[src/design/pas_pkg.sv]
`default_nettype none

package pas_pkg;

  localparam int SLOTS_DEF         = 8;
  localparam int PRIORITY_BITS_DEF = 8;
  localparam int AGE_BITS_DEF      = 16;

  localparam int OP_W       = 3;
  localparam int PID_W      = 4;
  localparam int PRIO_IN_W  = 8;
  localparam int CFG_W      = 8;
  localparam int IN_DATA_W  = 16;
  localparam int OUT_DATA_W = 16;

  localparam logic [CFG_W-1:0] CHILD_PRIO_RST = 8'd6;
  localparam int               SLOT0_PRIO     = 5;

  typedef enum logic [1:0] {
    ST_CREATED    = 2'd0,
    ST_READY      = 2'd1,
    ST_EXECUTING  = 2'd2,
    ST_TERMINATED = 2'd3
  } status_e;

  typedef enum logic [OP_W-1:0] {
    OP_SCHED = 3'd0,
    OP_FORK  = 3'd1,
    OP_EXIT  = 3'd2,
    OP_EXEC  = 3'd3,
    OP_KILL  = 3'd4,
    OP_NICE  = 3'd5
  } op_e;

endpackage

`default_nettype wire

[src/design/priority_aging_process_scheduler.sv]
// one item in flight at a time; result registered, held until taken
// schedule, exit and fork: the scan reads one table entry per cycle, then a finish step writes
//   the pick, and a second finish step returns the old slot to ready after a dispatch
// exec, kill and nice: one table read-modify-write; other items go straight to the result
// a new transaction is taken only once the previous result is registered, later while one is held
// reset: slot 0 created priority 5 and running, others terminated, ages zero, child prio 6
`default_nettype none

module priority_aging_process_scheduler #(
  parameter int SLOTS         = pas_pkg::SLOTS_DEF,
  parameter int PRIORITY_BITS = pas_pkg::PRIORITY_BITS_DEF,
  parameter int AGE_BITS      = pas_pkg::AGE_BITS_DEF
) (
  input  wire logic                        clk_i,
  input  wire logic                        rst_ni,
  input  wire logic                        s_axis_tvalid,
  output logic                             s_axis_tready,
  // [3:0] target_pid, [11:4] new_priority, [15:12] zero
  input  wire logic [pas_pkg::IN_DATA_W-1:0] s_axis_tdata,
  // [2:0] operation
  input  wire logic [pas_pkg::OP_W-1:0]    s_axis_tuser,
  output logic                             m_axis_tvalid,
  input  wire logic                        m_axis_tready,
  // [3:0] running_pid, [7:4] previous_pid, [8] switched, [12:9] fork_pid,
  // [13] error, [15:14] zero
  output logic [pas_pkg::OUT_DATA_W-1:0]   m_axis_tdata,
  input  wire logic                        cfg_valid_i,
  output logic                             cfg_ready_o,
  input  wire logic [pas_pkg::CFG_W-1:0]   cfg_data_i
);

  localparam int SLOT_W  = $clog2(SLOTS);
  localparam int SLOT_W1 = SLOT_W + 1;
  localparam int CNT_W   = $clog2(SLOTS + 1);
  localparam int SC_W    = ((PRIORITY_BITS > AGE_BITS) ? PRIORITY_BITS : AGE_BITS) + 1;
  localparam int ENT_W   = 2 + PRIORITY_BITS + AGE_BITS;
  localparam int PID_W   = pas_pkg::PID_W;
  localparam int OUT_PAD = pas_pkg::OUT_DATA_W - (3 * PID_W + 2);

  typedef struct packed {
    pas_pkg::status_e          status;
    logic [PRIORITY_BITS-1:0]  prio;
    logic [AGE_BITS-1:0]       age;
  } ent_t;

  typedef enum logic [6:0] {
    S_IDLE = 7'b0000001,
    S_SCAN = 7'b0000010,
    S_FIN1 = 7'b0000100,
    S_FIN2 = 7'b0001000,
    S_RD   = 7'b0010000,
    S_MOD  = 7'b0100000,
    S_DONE = 7'b1000000
  } state_e;

  function automatic logic [PID_W-1:0] to_pid(logic [SLOT_W-1:0] slot);
    logic [SLOT_W:0] sum;
    sum = {1'b0, slot} + SLOT_W1'(1);
    return PID_W'(sum);
  endfunction

  state_e                         state_q, state_d;
  logic [pas_pkg::OP_W-1:0]       op_q, op_d;
  logic [SLOT_W-1:0]              tslot_q, tslot_d;
  logic [PRIORITY_BITS-1:0]       newp_q, newp_d;
  logic [SLOT_W-1:0]              running_q, running_d;
  logic [SLOT_W-1:0]              prev_q, prev_d;
  logic [CNT_W-1:0]               issue_q, issue_d;
  logic                           proc_vld_q, proc_vld_d;
  logic [SLOT_W-1:0]              proc_idx_q, proc_idx_d;
  logic [SC_W-1:0]                best_q, best_d;
  logic                           found_q, found_d;
  logic [SLOT_W-1:0]              pick_q, pick_d;
  pas_pkg::status_e               pick_stat_q, pick_stat_d;
  logic [PRIORITY_BITS-1:0]       pick_prio_q, pick_prio_d;
  ent_t                           prev_ent_q, prev_ent_d;
  logic                           child_found_q, child_found_d;
  logic [SLOT_W-1:0]              child_q, child_d;
  logic                           res_sw_q, res_sw_d;
  logic [PID_W-1:0]               res_fork_q, res_fork_d;
  logic                           res_err_q, res_err_d;
  logic                           m_tvalid_q, m_tvalid_d;
  logic [pas_pkg::OUT_DATA_W-1:0] m_tdata_q, m_tdata_d;
  logic [pas_pkg::CFG_W-1:0]      child_prio_q;

  logic [pas_pkg::OP_W-1:0]       in_op;
  logic [PID_W-1:0]               in_tpid;
  logic [pas_pkg::PRIO_IN_W-1:0]  in_newp;
  logic                           in_bad_pid;

  logic                           rd_en;
  logic [SLOT_W-1:0]              rd_addr;
  logic                           wr_en;
  logic [SLOT_W-1:0]              wr_addr;
  ent_t                           wr_ent;
  logic [ENT_W-1:0]               rd_data;
  ent_t                           ent;

  pas_pkg::status_e               cur_stat;
  logic [SC_W-1:0]                score;
  logic [AGE_BITS-1:0]            new_age;
  pas_pkg::status_e               fin_stat;
  logic [PRIORITY_BITS-1:0]       fin_prio;
  logic [SLOT_W-1:0]              fin_slot;

  assign in_op      = s_axis_tuser;
  assign in_tpid    = s_axis_tdata[PID_W-1:0];
  assign in_newp    = s_axis_tdata[PID_W +: pas_pkg::PRIO_IN_W];
  assign in_bad_pid = (in_tpid == '0) || (int'(in_tpid) > SLOTS);

  assign s_axis_tready = (state_q == S_IDLE);
  assign m_axis_tvalid = m_tvalid_q;
  assign m_axis_tdata  = m_tdata_q;
  assign cfg_ready_o   = 1'b1;

  assign ent = ent_t'(rd_data);

  // scan arithmetic on the entry returned by the table this cycle
  always_comb begin
    if (op_q == pas_pkg::OP_EXIT && proc_idx_q == prev_q) begin
      cur_stat = pas_pkg::ST_TERMINATED;
    end else begin
      cur_stat = ent.status;
    end
    score = SC_W'(ent.prio) + SC_W'(ent.age);
    if (cur_stat == pas_pkg::ST_READY && !(&ent.age)) begin
      new_age = ent.age + AGE_BITS'(1);
    end else begin
      new_age = ent.age;
    end
    // no candidate keeps the running slot
    fin_stat = found_q ? pick_stat_q : prev_ent_q.status;
    fin_prio = found_q ? pick_prio_q : prev_ent_q.prio;
    fin_slot = found_q ? pick_q : prev_q;
  end

  always_comb begin
    state_d       = state_q;
    op_d          = op_q;
    tslot_d       = tslot_q;
    newp_d        = newp_q;
    running_d     = running_q;
    prev_d        = prev_q;
    issue_d       = issue_q;
    proc_vld_d    = 1'b0;
    proc_idx_d    = proc_idx_q;
    best_d        = best_q;
    found_d       = found_q;
    pick_d        = pick_q;
    pick_stat_d   = pick_stat_q;
    pick_prio_d   = pick_prio_q;
    prev_ent_d    = prev_ent_q;
    child_found_d = child_found_q;
    child_d       = child_q;
    res_sw_d      = res_sw_q;
    res_fork_d    = res_fork_q;
    res_err_d     = res_err_q;
    m_tvalid_d    = m_tvalid_q;
    m_tdata_d     = m_tdata_q;
    rd_en         = 1'b0;
    rd_addr       = tslot_q;
    wr_en         = 1'b0;
    wr_addr       = proc_idx_q;
    wr_ent        = ent;

    if (m_tvalid_q && m_axis_tready) begin
      m_tvalid_d = 1'b0;
    end

    unique case (state_q)
      S_IDLE: begin
        if (s_axis_tvalid) begin
          op_d          = in_op;
          tslot_d       = SLOT_W'(in_tpid - PID_W'(1));
          newp_d        = PRIORITY_BITS'(in_newp);
          prev_d        = running_q;
          issue_d       = '0;
          best_d        = '0;
          found_d       = 1'b0;
          child_found_d = 1'b0;
          res_sw_d      = 1'b0;
          res_fork_d    = '0;
          res_err_d     = 1'b0;
          case (in_op) inside
            pas_pkg::OP_SCHED, pas_pkg::OP_FORK, pas_pkg::OP_EXIT: begin
              state_d = S_SCAN;
            end
            pas_pkg::OP_EXEC: begin
              tslot_d = running_q;
              state_d = S_RD;
            end
            pas_pkg::OP_KILL, pas_pkg::OP_NICE: begin
              if (in_bad_pid) begin
                res_err_d = 1'b1;
                state_d   = S_DONE;
              end else begin
                state_d = S_RD;
              end
            end
            default: begin
              state_d = S_DONE;
            end
          endcase
        end
      end

      S_SCAN: begin
        // read slot issue_q while slot proc_idx_q is updated and, except on a fork, written back
        if (issue_q != CNT_W'(SLOTS)) begin
          rd_en      = 1'b1;
          rd_addr    = issue_q[SLOT_W-1:0];
          issue_d    = issue_q + CNT_W'(1);
          proc_vld_d = 1'b1;
          proc_idx_d = issue_q[SLOT_W-1:0];
        end
        if (proc_vld_q) begin
          if (op_q == pas_pkg::OP_FORK) begin
            if (cur_stat == pas_pkg::ST_TERMINATED && !child_found_q) begin
              child_found_d = 1'b1;
              child_d       = proc_idx_q;
            end
          end else begin
            if (score > best_q && cur_stat != pas_pkg::ST_TERMINATED &&
                proc_idx_q != prev_q) begin
              best_d      = score;
              found_d     = 1'b1;
              pick_d      = proc_idx_q;
              pick_stat_d = cur_stat;
              pick_prio_d = ent.prio;
            end
            wr_en         = 1'b1;
            wr_addr       = proc_idx_q;
            wr_ent.status = cur_stat;
            wr_ent.prio   = ent.prio;
            wr_ent.age    = new_age;
            if (proc_idx_q == prev_q) begin
              prev_ent_d = wr_ent;
            end
          end
          if (proc_idx_q == SLOT_W'(SLOTS - 1)) begin
            state_d = S_FIN1;
          end
        end
      end

      S_FIN1: begin
        state_d = S_DONE;
        if (op_q == pas_pkg::OP_FORK) begin
          // slot 0 terminated, or none terminated, means the fork fails
          if (child_found_q && child_q != '0) begin
            wr_en         = 1'b1;
            wr_addr       = child_q;
            wr_ent.status = pas_pkg::ST_READY;
            wr_ent.prio   = PRIORITY_BITS'(child_prio_q);
            wr_ent.age    = '0;
            res_fork_d    = to_pid(child_q);
          end else begin
            res_err_d = 1'b1;
          end
        end else begin
          wr_en       = 1'b1;
          wr_addr     = fin_slot;
          wr_ent.prio = fin_prio;
          wr_ent.age  = '0;
          if (fin_stat == pas_pkg::ST_TERMINATED) begin
            wr_ent.status = pas_pkg::ST_TERMINATED;
          end else begin
            wr_ent.status = pas_pkg::ST_EXECUTING;
            running_d     = fin_slot;
            res_sw_d      = 1'b1;
            if (fin_slot != prev_q && prev_ent_q.status != pas_pkg::ST_TERMINATED) begin
              state_d = S_FIN2;
            end
          end
        end
      end

      S_FIN2: begin
        wr_en         = 1'b1;
        wr_addr       = prev_q;
        wr_ent.status = pas_pkg::ST_READY;
        wr_ent.prio   = prev_ent_q.prio;
        wr_ent.age    = prev_ent_q.age;
        state_d       = S_DONE;
      end

      S_RD: begin
        rd_en   = 1'b1;
        rd_addr = tslot_q;
        state_d = S_MOD;
      end

      S_MOD: begin
        wr_addr = tslot_q;
        state_d = S_DONE;
        case (op_q)
          pas_pkg::OP_EXEC: begin
            wr_en = 1'b1;
            if (ent.status != pas_pkg::ST_TERMINATED) begin
              wr_ent.status = pas_pkg::ST_EXECUTING;
            end
          end
          pas_pkg::OP_KILL: begin
            wr_en         = 1'b1;
            wr_ent.status = pas_pkg::ST_TERMINATED;
          end
          pas_pkg::OP_NICE: begin
            wr_en       = 1'b1;
            wr_ent.prio = newp_q;
          end
          default: begin
            wr_en = 1'b0;
          end
        endcase
      end

      S_DONE: begin
        if (!m_tvalid_q || m_axis_tready) begin
          m_tvalid_d = 1'b1;
          m_tdata_d  = {{OUT_PAD{1'b0}}, res_err_q, res_fork_q, res_sw_q,
                        to_pid(prev_q), to_pid(running_q)};
          state_d    = S_IDLE;
        end
      end

      default: begin
        state_d = S_IDLE;
      end
    endcase
  end

  always_ff @(posedge clk_i or negedge rst_ni) begin
    if (!rst_ni) begin
      state_q      <= S_IDLE;
      running_q    <= '0;
      issue_q      <= '0;
      proc_vld_q   <= 1'b0;
      m_tvalid_q   <= 1'b0;
      child_prio_q <= pas_pkg::CHILD_PRIO_RST;
    end else begin
      state_q    <= state_d;
      running_q  <= running_d;
      issue_q    <= issue_d;
      proc_vld_q <= proc_vld_d;
      m_tvalid_q <= m_tvalid_d;
      if (cfg_valid_i) begin
        child_prio_q <= cfg_data_i;
      end
    end
  end

  always_ff @(posedge clk_i) begin
    op_q          <= op_d;
    tslot_q       <= tslot_d;
    newp_q        <= newp_d;
    prev_q        <= prev_d;
    proc_idx_q    <= proc_idx_d;
    best_q        <= best_d;
    found_q       <= found_d;
    pick_q        <= pick_d;
    pick_stat_q   <= pick_stat_d;
    pick_prio_q   <= pick_prio_d;
    prev_ent_q    <= prev_ent_d;
    child_found_q <= child_found_d;
    child_q       <= child_d;
    res_sw_q      <= res_sw_d;
    res_fork_q    <= res_fork_d;
    res_err_q     <= res_err_d;
    m_tdata_q     <= m_tdata_d;
  end

  pas_slot_table #(
    .SLOTS         (SLOTS),
    .PRIORITY_BITS (PRIORITY_BITS),
    .AGE_BITS      (AGE_BITS)
  ) u_slot_table (
    .clk_i     (clk_i),
    .rst_ni    (rst_ni),
    .rd_en_i   (rd_en),
    .rd_addr_i (rd_addr),
    .wr_en_i   (wr_en),
    .wr_addr_i (wr_addr),
    .wr_data_i (wr_ent),
    .rd_data_o (rd_data)
  );

endmodule

`default_nettype wire

[src/design/pas_slot_table.sv]
`default_nettype none

module pas_slot_table #(
  parameter int SLOTS         = pas_pkg::SLOTS_DEF,
  parameter int PRIORITY_BITS = pas_pkg::PRIORITY_BITS_DEF,
  parameter int AGE_BITS      = pas_pkg::AGE_BITS_DEF
) (
  input  wire logic                             clk_i,
  input  wire logic                             rst_ni,
  input  wire logic                             rd_en_i,
  input  wire logic [$clog2(SLOTS)-1:0]         rd_addr_i,
  input  wire logic                             wr_en_i,
  input  wire logic [$clog2(SLOTS)-1:0]         wr_addr_i,
  input  wire logic [2+PRIORITY_BITS+AGE_BITS-1:0] wr_data_i,
  output logic [2+PRIORITY_BITS+AGE_BITS-1:0]   rd_data_o
);

  localparam int SLOT_W = $clog2(SLOTS);
  localparam int ENT_W  = 2 + PRIORITY_BITS + AGE_BITS;

  logic [ENT_W-1:0]  mem_q [SLOTS];
  logic [SLOTS-1:0]  vld_q;
  logic [ENT_W-1:0]  rd_data_q;
  logic              rd_vld_q;
  logic [SLOT_W-1:0] rd_addr_q;
  logic [ENT_W-1:0]  rst_ent;

  always_ff @(posedge clk_i) begin
    if (wr_en_i) begin
      mem_q[wr_addr_i] <= wr_data_i;
    end
    if (rd_en_i) begin
      rd_data_q <= mem_q[rd_addr_i];
      rd_addr_q <= rd_addr_i;
    end
  end

  // per-entry written marks stand in for a clearing pass
  always_ff @(posedge clk_i or negedge rst_ni) begin
    if (!rst_ni) begin
      vld_q    <= '0;
      rd_vld_q <= 1'b0;
    end else begin
      if (wr_en_i) begin
        vld_q[wr_addr_i] <= 1'b1;
      end
      if (rd_en_i) begin
        rd_vld_q <= vld_q[rd_addr_i];
      end
    end
  end

  // slot 0 starts created with its own priority, the others terminated
  always_comb begin
    if (rd_addr_q == '0) begin
      rst_ent = {pas_pkg::ST_CREATED, PRIORITY_BITS'(pas_pkg::SLOT0_PRIO),
                 {AGE_BITS{1'b0}}};
    end else begin
      rst_ent = {pas_pkg::ST_TERMINATED, {PRIORITY_BITS{1'b0}}, {AGE_BITS{1'b0}}};
    end
  end

  assign rd_data_o = rd_vld_q ? rd_data_q : rst_ent;

endmodule

`default_nettype wire

[config.mk]
export PLATFORM = sky130hd
export DESIGN_NAME = priority_aging_process_scheduler
export DESIGN_NICKNAME = d
export VERILOG_FILES = /design/src/design/pas_pkg.sv /design/src/design/priority_aging_process_scheduler.sv /design/src/design/pas_slot_table.sv
export SDC_FILE = /design/constraint.sdc
export NUM_CORES = 1
export LEC_CHECK = 0
export ABC_AREA = 0
export BUFFER_PORTS_ARGS = -buffer_cell sky130_fd_sc_hd__buf_4
export CAP_MARGIN = 20
export CORE_ASPECT_RATIO = 1.5
export CORE_MARGIN = 4
export CORE_UTILIZATION = 30
export CTS_CLUSTER_SIZE = 28
export DETAILED_ROUTE_END_ITERATION = 16
export GPL_TIMING_DRIVEN = 0
export PLACE_DENSITY = 0.51
export SKIP_LAST_GASP = 1
export SLEW_MARGIN = 10
export SYNTH_ARGS = -nofsm -noshare
export SYNTH_HDL_FRONTEND = slang
export SYNTH_SLANG_ARGS = --single-unit
[constraint.sdc]
create_clock -name clk_i -period 6 [get_ports clk_i]
set_input_delay 1.2 -clock clk_i [delete_from_list [all_inputs] [get_ports clk_i]]
set_output_delay 1.2 -clock clk_i [all_outputs]
set_load 0.05 [all_outputs]
After elaboration in Yosys (flattened, before gate mapping) --
Memories as Yosys holds them, arrays and structs flattened. A register that Yosys moved wholly into a read port is not among the register bits. Cells that the tools add are included.
Cells by class: add/sub/neg operators 7, multiply operators 0, divide/modulo/power cells 0, $lt $le $gt $ge 5, eq/ne operators 42, shift operators 0, muxes and demuxes 85, bitwise operators 3, reductions and logical operators 39
Operators by type and width (count):
- two-way mux 26 bit | 6
- two-way mux 7 bit | 11
- two-way mux 17 bit | 4
- case mux 16 bit (3 select lines) | 1
- case mux 7 bit (6 select lines) | 1
- case mux 10 bit (4 select lines) | 1
- inequality test 2 bit, second input constant | 17
- case mux 17 bit (2 select lines) | 1
- two-way mux 1 bit | 31
- AND reduction 4 bit | 7
- two-way mux 3 bit | 7
- adder 8 x 16 -> 17 bit | 1
- > comparator 17 bit | 1
- adder 16 x 1 -> 16 bit, second input constant | 1
- two-way mux 16 bit | 1
- two-way mux 4 bit | 4
- two-way mux 8 bit | 2
- case mux 4 bit (2 select lines) | 2
- AND reduction 16 bit | 1
- equality test 3 bit, second input constant | 5
- adder 3 x 1 -> 4 bit, second input constant | 3
- equality test 3 x 2 -> 1 bit, second input constant | 4
- case mux 1 bit (2 select lines) | 5
- AND reduction 5 bit | 2
- 37 further kinds | 62
Word-level totals: bits in registers 137, latch bits 0, memory bits (writable) 208, bits in read-only memories 0, input port bits 32, output and inout port bits 19, memories kept 1
Memories:
- u_slot_table.mem_q | depth 8, width 26, rd ports 1, clocked after memory_dff 1, write ports 1, line pas_slot_table.sv:21 | logic [ENT_W-1:0] mem_q [SLOTS];

Longest topological paths before layout --
Gate-level depths: netlist of the first run.
depth after elaboration 11, gate-level depth with buffers 20, gate-level depth less buffers 18

By module --
A second synthesis of the first run with hierarchy kept.
Second synthesis, totals: cell total of the unflattened synthesis 1084, area, all modules 16599.7 µm²
Modules (own cells, without submodules):
- pas_slot_table | instances 1, cells an instance 398, area an instance 9313.9 µm², seq. area each 7342.0 µm²
- priority_aging_process_scheduler | instances 1, cells an instance 686, area an instance 7285.7 µm², seq. area each 3637.2 µm²

Worst setup path before layout of the first run --
Ideal clock, no wire load.
path type reg2reg, start register u_slot_table.rd_vld_q, end register best_q[0] (enable), setup time 296 ps, data arrival time 4511 ps, path slack 1194 ps, stages on the path, launching flop included 20, buffers on the path 1, clock period less this slack 4806 ps, cell sequence dfrtp_1 -> clkbuf_1 -> nor4_1 -> a21oi_1 -> inv_1 -> ha_1 -> fa_1 -> a21o_1 -> a21oi_1 -> o21ai_0 -> nand2_1 -> o21bai_1 -> nand2_1 -> ha_1 -> and4_1 -> nand3_1 -> or4_1 -> nand4_1 -> o21ba_2 -> or2_2
RTL lines:
- from (decl) | line pas_slot_table.sv:24 | logic rd_vld_q;
- from (signal assigned) | line pas_slot_table.sv:48 | rd_vld_q <= vld_q[rd_addr_i];
- to (signal assigned) | line priority_aging_process_scheduler.sv:358 | best_q <= best_d;
- to (decl) | line priority_aging_process_scheduler.sv:71 | logic [SC_W-1:0] best_q, best_d;

==> results of run 1 <==
==> metal layers <==
layer / up-vias / share of wire (%) / GRT usage [%] / wire length [um]
li1: 4875 / - / - / -
met1: 5196 / 38 / 16.4 / 17200
met2: 203 / 55 / 27.8 / 24400
met3: 96 / 2.8 / 1.52 / 1270
met4: 0 / 4.1 / 5.98 / 1830
met5: - / 0 / 0 / 0
==> timing repair <==
item	in CTS	in global routing
endpoints found under the setup margin	31	18
pin swaps	0	1
gates resized for setup	8	2
buffers inserted	0	1
==> final timing paths <==
check | end | slack, ns | depth (start not counted)
worst max-delay path | best_q[11] | 0.31 | 20
worst min-delay path | m_axis_tdata[10] | 0.43 | 0
worst max register to register | best_q[11] | 0.31 | 20
worst min register to register | m_axis_tdata[10] | 0.43 | 0
max in group asynchronous | child_prio_q[2] | 5.04 | 1
min in group asynchronous | issue_q[1] | 0.61 | 1
==> final cells by class <==
type	instances	area, sq um	area share [%]
Timing Repair Buffer	65	597	3.05
Tap cell	702	878	4.49
Buffer	56	265	1.36
Inverter	52	195	0.998
Clock buffer	50	1000	5.14
Clock inverter	17	135	0.691
Multi-Input combinational cell	733	5490	28.1
Sequential cell	371	11000	56.2
==> stage by stage <==
stage	power (mW)	util (%)
after CTS	8.50	35.0
after detailed placement	6.24	32.9
after global routing	8.85	35.1
after global placement	6.16	32.4
final	8.40	35.1
after floorplan	5.27	-
==> registers in the layout (all words and copies together), names as in the netlist, 14 cells and up <==
name                    count
u_slot_table.rd_data_q     26
prev_ent_q                 26
m_axis_tdata               14
u_slot_table.mem_q        208
best_q                     17
==> power by group through the flow <==
stage	clock network, mW	registers [mW]	logic, mW
after floorplan	0	3.61	1.66
after global placement	0	3.64	2.52
after detailed placement	0	3.64	2.61
after CTS	2.29	3.58	2.62
after global routing	2.38	3.61	2.87
final	2.22	3.58	2.60
==> placed cells by master, fill, tap and decap left out, drive strengths merged, types with 30 or more instances in the layout <==
cell type  count
ha            33
inv           56
nand2         70
clkbuf        82
buf           89
a221oi        32
nor2          64
mux2          63
mux2i         68
edfxtp       338
o21ai         34
dfrtp         30
==> worst reg2reg max path, stage by stage, from the launching register on <==
cell	delay, ns
dfrtp_2	0.49
clkbuf_2	0.26
clkbuf_2	0.28
clkbuf_2	0.28
a21oi_1	0.24
inv_1	0.13
ha_1	0.26
fa_1	0.42
a21o_1	0.18
a21oi_1	0.31
o21ai_2	0.17
nand2_1	0.22
o21bai_1	0.13
nand2_1	0.08
ha_1	0.24
a21o_1	0.18
a21o_1	0.18
a221oi_1	0.30
o21ai_0	0.25
o21ba_2	0.41
or2_4	0.40
==> kinds of logic after synthesis <==
family | after synthesis | synth area share (%)
buffers and inverters | 108 | 2.70
flip-flops | 371 | 65.2
XOR/XNOR | 41 | 2.13
other | 2 | 0.0446
multiplexers | 131 | 8.26
AND/OR/NAND/NOR | 305 | 9.55
adder cells (fa/ha/maj) | 34 | 2.57
AO/OA/AOI/OAI | 219 | 9.53
==> flow_summary.json, run 1 <==
{
  "cpPeakStageDelay_ns": 0.49,
  "holdCritStartpoint": "res_fork_q[1]",
  "cp_top_family": "compound AO/OA/AOI/OAI gates",
  "chipWidth_um": 201,
  "coreArea_sq_mm": 0.0557,
  "placed_area_sq_mm": 0.0183,
  "avgSynthCellArea_sq_um": 13.9,
  "drive_above_1_share_pct": 18.8,
  "start_kind": "register",
  "cts_tree": "yes",
  "dpl.hpwl_um": 32600,
  "max_freq_ghz": 0.176,
  "rsz0062_at_grt": "false",
  "hold_viol": 0,
  "crit_path_start": "u_slot_table.rd_vld_q",
  "io_pins": 51,
  "wl_per_cell_um": 21.8,
  "ctsHoldBuffers": 0,
  "syn_area_sq_mm": 0.0168,
  "arrival_ns": 5.95,
  "drt_iter0_drc": 634,
  "gp_congestion": 0.851,
  "worstSetupPathType": "reg2reg",
  "detail_route.vias_per_cell": 5.07,
  "cts_sinks": 371,
  "power.net_switching_mw": 2.89,
  "die_area_sq_mm": 0.0601,
  "clock_skew_ns": 0.0187,
  "synth-edff-count": 338,
  "yosysMostFrequentCell": "edfxtp_1",
  "track_usage_pct": 14.6,
  "rows": 106,
  "seq_area_frac_synth_pct": 65.2,
  "diodes": 0,
  "wl_um": 44700,
  "crit_slowest_cell": "dfrtp_2",
  "pre_cts_slack_ns": -0.888,
  "path_clk_slew_ns": 0.06,
  "pwr-share-comb_pct": 31.0,
  "clockPowerShare_pct": 26.4,
  "fin_crit_sh_pct": 94.8,
  "ys.flop_type": "edfxtp_1",
  "nFillCells": 5382,
  "tightest_slew_ns": 1.08,
  "synth_seq_cells": 371,
  "cp_cell_sequence": "clkbuf_2 > clkbuf_2 > clkbuf_2 > a21oi_1 > inv_1 > ha_1 > fa_1 > a21o_1 > a21oi_1 > o21ai_2 > nand2_1 > o21bai_1 > nand2_1 > ha_1 > a21o_1 > a21o_1 > a221oi_1 > o21ai_0 > o21ba_2 > or2_4",
  "clock_latency_ns": 0.54,
  "holdWs_ns": 0.429,
  "slew-limit-headroom_pct": 27.3,
  "setup_slack_ns": 0.311,
  "fin_cells": 2046,
  "drc": 0,
  "ant_nets": 0,
  "crit_buf_inv": 4,
  "synth.area.top_cells": "edfxtp_1, dfrtp_1, mux2_2",
  "r2r_start": "u_slot_table.rd_vld_q",
  "postSynthCellCount": 1211,
  "final_max_slew_viol_count": 0,
  "finalSetupTns_ns": 0,
  "grt_max_degree": 34,
  "grt_first_pass_wirelength_um": 67500,
  "grt_overflow": 0,
  "areaGrowthSynthToFinish_pct": 16.1,
  "root_buffer": "clkbuf_16",
  "p_seq_share_pct": 42.6,
  "start_util_pct": 30.2,
  "clock_path_buffers": 3,
  "final_cell_area_sq_mm": 0.0195,
  "status": "completed",
  "crit_required_ns": 6.26,
  "cts_htree_levels": 2,
  "synth.distinct_cells": 79,
  "p_per_area_mw_per_mm2": 430,
  "grt_pass1_vias": 10928,
  "place_inst": 1974,
  "finalSetupViolCount": 0,
  "die_height_um": 298,
  "crit_fanout": 18,
  "cts-buffers-inserted": 37,
  "p_leak_nw": 6.98,
  "nets": 1382,
  "endpoint_kind": "register",
  "finalCriticalPeriod_ns": 5.69,
  "grt_antenna_before_repair": 0,
  "p_int_mw": 5.51,
  "min_path_type": "reg2reg",
  "ir_drop_uv": 195,
  "ys_warn_count": 0,
  "synth_top_cell_area_share_pct": 60.3,
  "drt_first_pass_iters": 5,
  "max_cap_violations": 0,
  "yosysTopAreaCell": "edfxtp_1",
  "swShare_pct": 34.4,
  "vias": 10370,
  "port-buffer-count": 42,
  "async_reset_ff_share_pct": 8.89,
  "synth_common_cells": "edfxtp_1, nand2_1, mux2i_1"
}
(Power assumes the default switching activity.)
==> run 2: changes to the inputs <==
CORE_UTILIZATION = 25   (was 30)
PLACE_DENSITY = 0.46   (was 0.51)
==> flow_summary.json, run 2 (synthesis results as in run 1) <==
{
  "mostFrequentLayoutCells": "edfxtp_1, nand2_1, mux2i_1",
  "areaGrowthSynthToFinish_pct": 17.2,
  "ctsHoldBuffers": 0,
  "cts_htree_levels": 2,
  "final_max_slew_viol_count": 0,
  "power.net_switching_mw": 2.94,
  "fin_crit_sh_pct": 94.7,
  "die_height_um": 326,
  "cts_tree": "yes",
  "grt_overflow": 0,
  "postLayoutCoreUtil_pct": 29.5,
  "cts-buffers-inserted": 37,
  "pre_cts_slack_ns": -1.16,
  "p_per_area_mw_per_mm2": 426,
  "dpl.hpwl_um": 34100,
  "clock_latency_ns": 0.55,
  "path_clk_slew_ns": 0.06,
  "grt_antenna_before_repair": 0,
  "gp_congestion": 0.863,
  "largestRegisters": "u_slot_table.mem_q x208, prev_ent_q x26, u_slot_table.rd_data_q x26",
  "cp_top_family": "simple AND/OR/NAND/NOR gates",
  "crit_top_cell": "clkbuf_2",
  "placed_area_sq_mm": 0.0186,
  "r2r_end": "best_q[15]",
  "drive_above_1_share_pct": 18.6,
  "ir_drop_uv": 173,
  "post_cts_buffers": 0,
  "clock_skew_ns": 0.0119,
  "worstSetupEndpoint": "best_q[15]",
  "cts_sinks": 371,
  "max_cap_violations": 0,
  "rsz0062_at_grt": "false",
  "drt_iter0_drc": 672,
  "chipWidth_um": 220,
  "crit_path_start": "u_slot_table.rd_vld_q",
  "rrSetupSlack_ns": 0.32,
  "path_depth": 20,
  "crit_fanout": 18,
  "start_util_pct": 25.2,
  "start_kind": "register",
  "diodes": 0,
  "nets": 1380,
  "min_path_type": "reg2reg",
  "rows": 116,
  "clockPowerShare_pct": 26.0,
  "final_common_cell": "edfxtp_1",
  "grt_pass1_vias": 11102,
  "r2r_start": "u_slot_table.rd_vld_q",
  "crit_buf_inv": 4,
  "crit_slowest_cell": "dfrtp_1",
  "pwr-share-comb_pct": 31.3,
  "holdCritStartpoint": "res_fork_q[2]",
  "track_usage_pct": 13.0,
  "worstSetupPathType": "reg2reg",
  "drt_first_pass_iters": 7,
  "crit_required_ns": 6.27,
  "port-buffer-count": 42,
  "swShare_pct": 35.0,
  "status": "completed",
  "coreArea_sq_mm": 0.0668,
  "tightest_slew_ns": 1.15,
  "top_register": "u_slot_table.mem_q",
  "drc": 0,
  "slew-limit-headroom_pct": 22.4,
  "detail_route.vias_per_cell": 4.67,
  "final_cell_area_sq_mm": 0.0197,
  "p_leak_nw": 6.96,
  "setup_slack_ns": 0.319,
  "finalSetupTns_ns": 0,
  "r2r_cells": 20,
  "die_area_sq_mm": 0.0717,
  "p_seq_share_pct": 42.7,
  "vias": 10381,
  "finalSetupViolCount": 0,
  "finalCriticalPeriod_ns": 5.68,
  "grt_first_pass_wirelength_um": 70500,
  "cpPeakStageDelay_ns": 0.60,
  "wl_um": 47200,
  "endpoint_kind": "register",
  "grt_max_degree": 34,
  "ant_nets": 0,
  "max_freq_ghz": 0.176,
  "root_buffer": "clkbuf_16",
  "io_pins": 51,
  "cp_cell_sequence": "clkbuf_2 > clkbuf_2 > clkbuf_2 > a21oi_1 > inv_1 > ha_1 > fa_1 > a21o_1 > a21oi_2 > o21ai_2 > nand2_1 > o21bai_1 > nand2_1 > ha_1 > and4_1 > nand3_1 > or4_1 > nand4_1 > o21ba_4 > or2_4",
  "largest_reg_flops": 208,
  "arrival_ns": 5.95,
  "p_int_mw": 5.46,
  "hold_viol": 0,
  "clock_path_buffers": 3,
  "wl_per_cell_um": 21.2
}
-- run 2: worst register-to-register path, delay by kind of cell, from the launching register on --
kind	cells	cell delay [ns]
AO/OA/AOI/OAI	6	1.08
adder cells (fa/ha/maj)	3	0.75
buffers and inverters	4	1.23
flip-flops	1	0.60
AND/OR/NAND/NOR	7	1.74
-- run 2: what timing repair did --
| item | in CTS | in global routing |
|---|---|---|
| pin swaps | 0 | 1 |
| gates resized for setup | 9 | 3 |
| endpoints found under the setup margin | 31 | 18 |
-- run 2: power groups by stage --
stage / clock (mW) / sequential (mW) / combinational [mW]
5_1_grt: 2.34 / 3.62 / 2.88
2_1_floorplan: 0 / 3.61 / 1.66
3_3_place_gp: 0 / 3.65 / 2.56
6_report: 2.18 / 3.59 / 2.63
4_1_cts: 2.25 / 3.59 / 2.65
3_5_place_dp: 0 / 3.64 / 2.63
-- run 2: area by class of cell --
class | instances | area, sq um
Inverter | 52 | 195
Tap cell | 885 | 1110
Sequential cell | 371 | 11000
Buffer | 56 | 265
Clock buffer | 47 | 973
Clock inverter | 18 | 118
Multi-Input combinational cell | 733 | 5510
Fill cell | 6796 | 47000
Timing Repair Buffer | 63 | 582
-- run 2: metal layers --
layer / global-route usage (%) / vias to the layer above / part of all wire [%] / routed length (um)
met5: 0 / - / 0 / 0
met4: 5.34 / 0 / 3.8 / 1810
met3: 1.38 / 84 / 2.4 / 1120
met2: 25.3 / 193 / 56 / 26200
met1: 14.1 / 5235 / 38 / 18000
li1: - / 4869 / - / -
-- run 2: worst min-delay path by stage --
stage,depth (start not counted),slack (ns),end
6_report,0,0.42,m_axis_tdata[11]
5_1_grt,0,0.42,m_axis_tdata[13]
4_1_cts,0,0.42,m_axis_tdata[13]
3_5_place_dp,0,0.40,m_axis_tdata[9]
3_3_place_gp,0,0.40,m_axis_tdata[9]
2_1_floorplan,0,0.40,m_axis_tdata[10]
-- run 2: per-stage QoR --
stage	std cells	hold slack (ns)	total power, mW
final	2225	0.418	8.40
after global routing	2225	0.422	8.83
after CTS	2222	0.420	8.49
after detailed placement	2157	0.405	6.28
after global placement	2139	0.403	6.21
after floorplan	1212	0.400	5.27
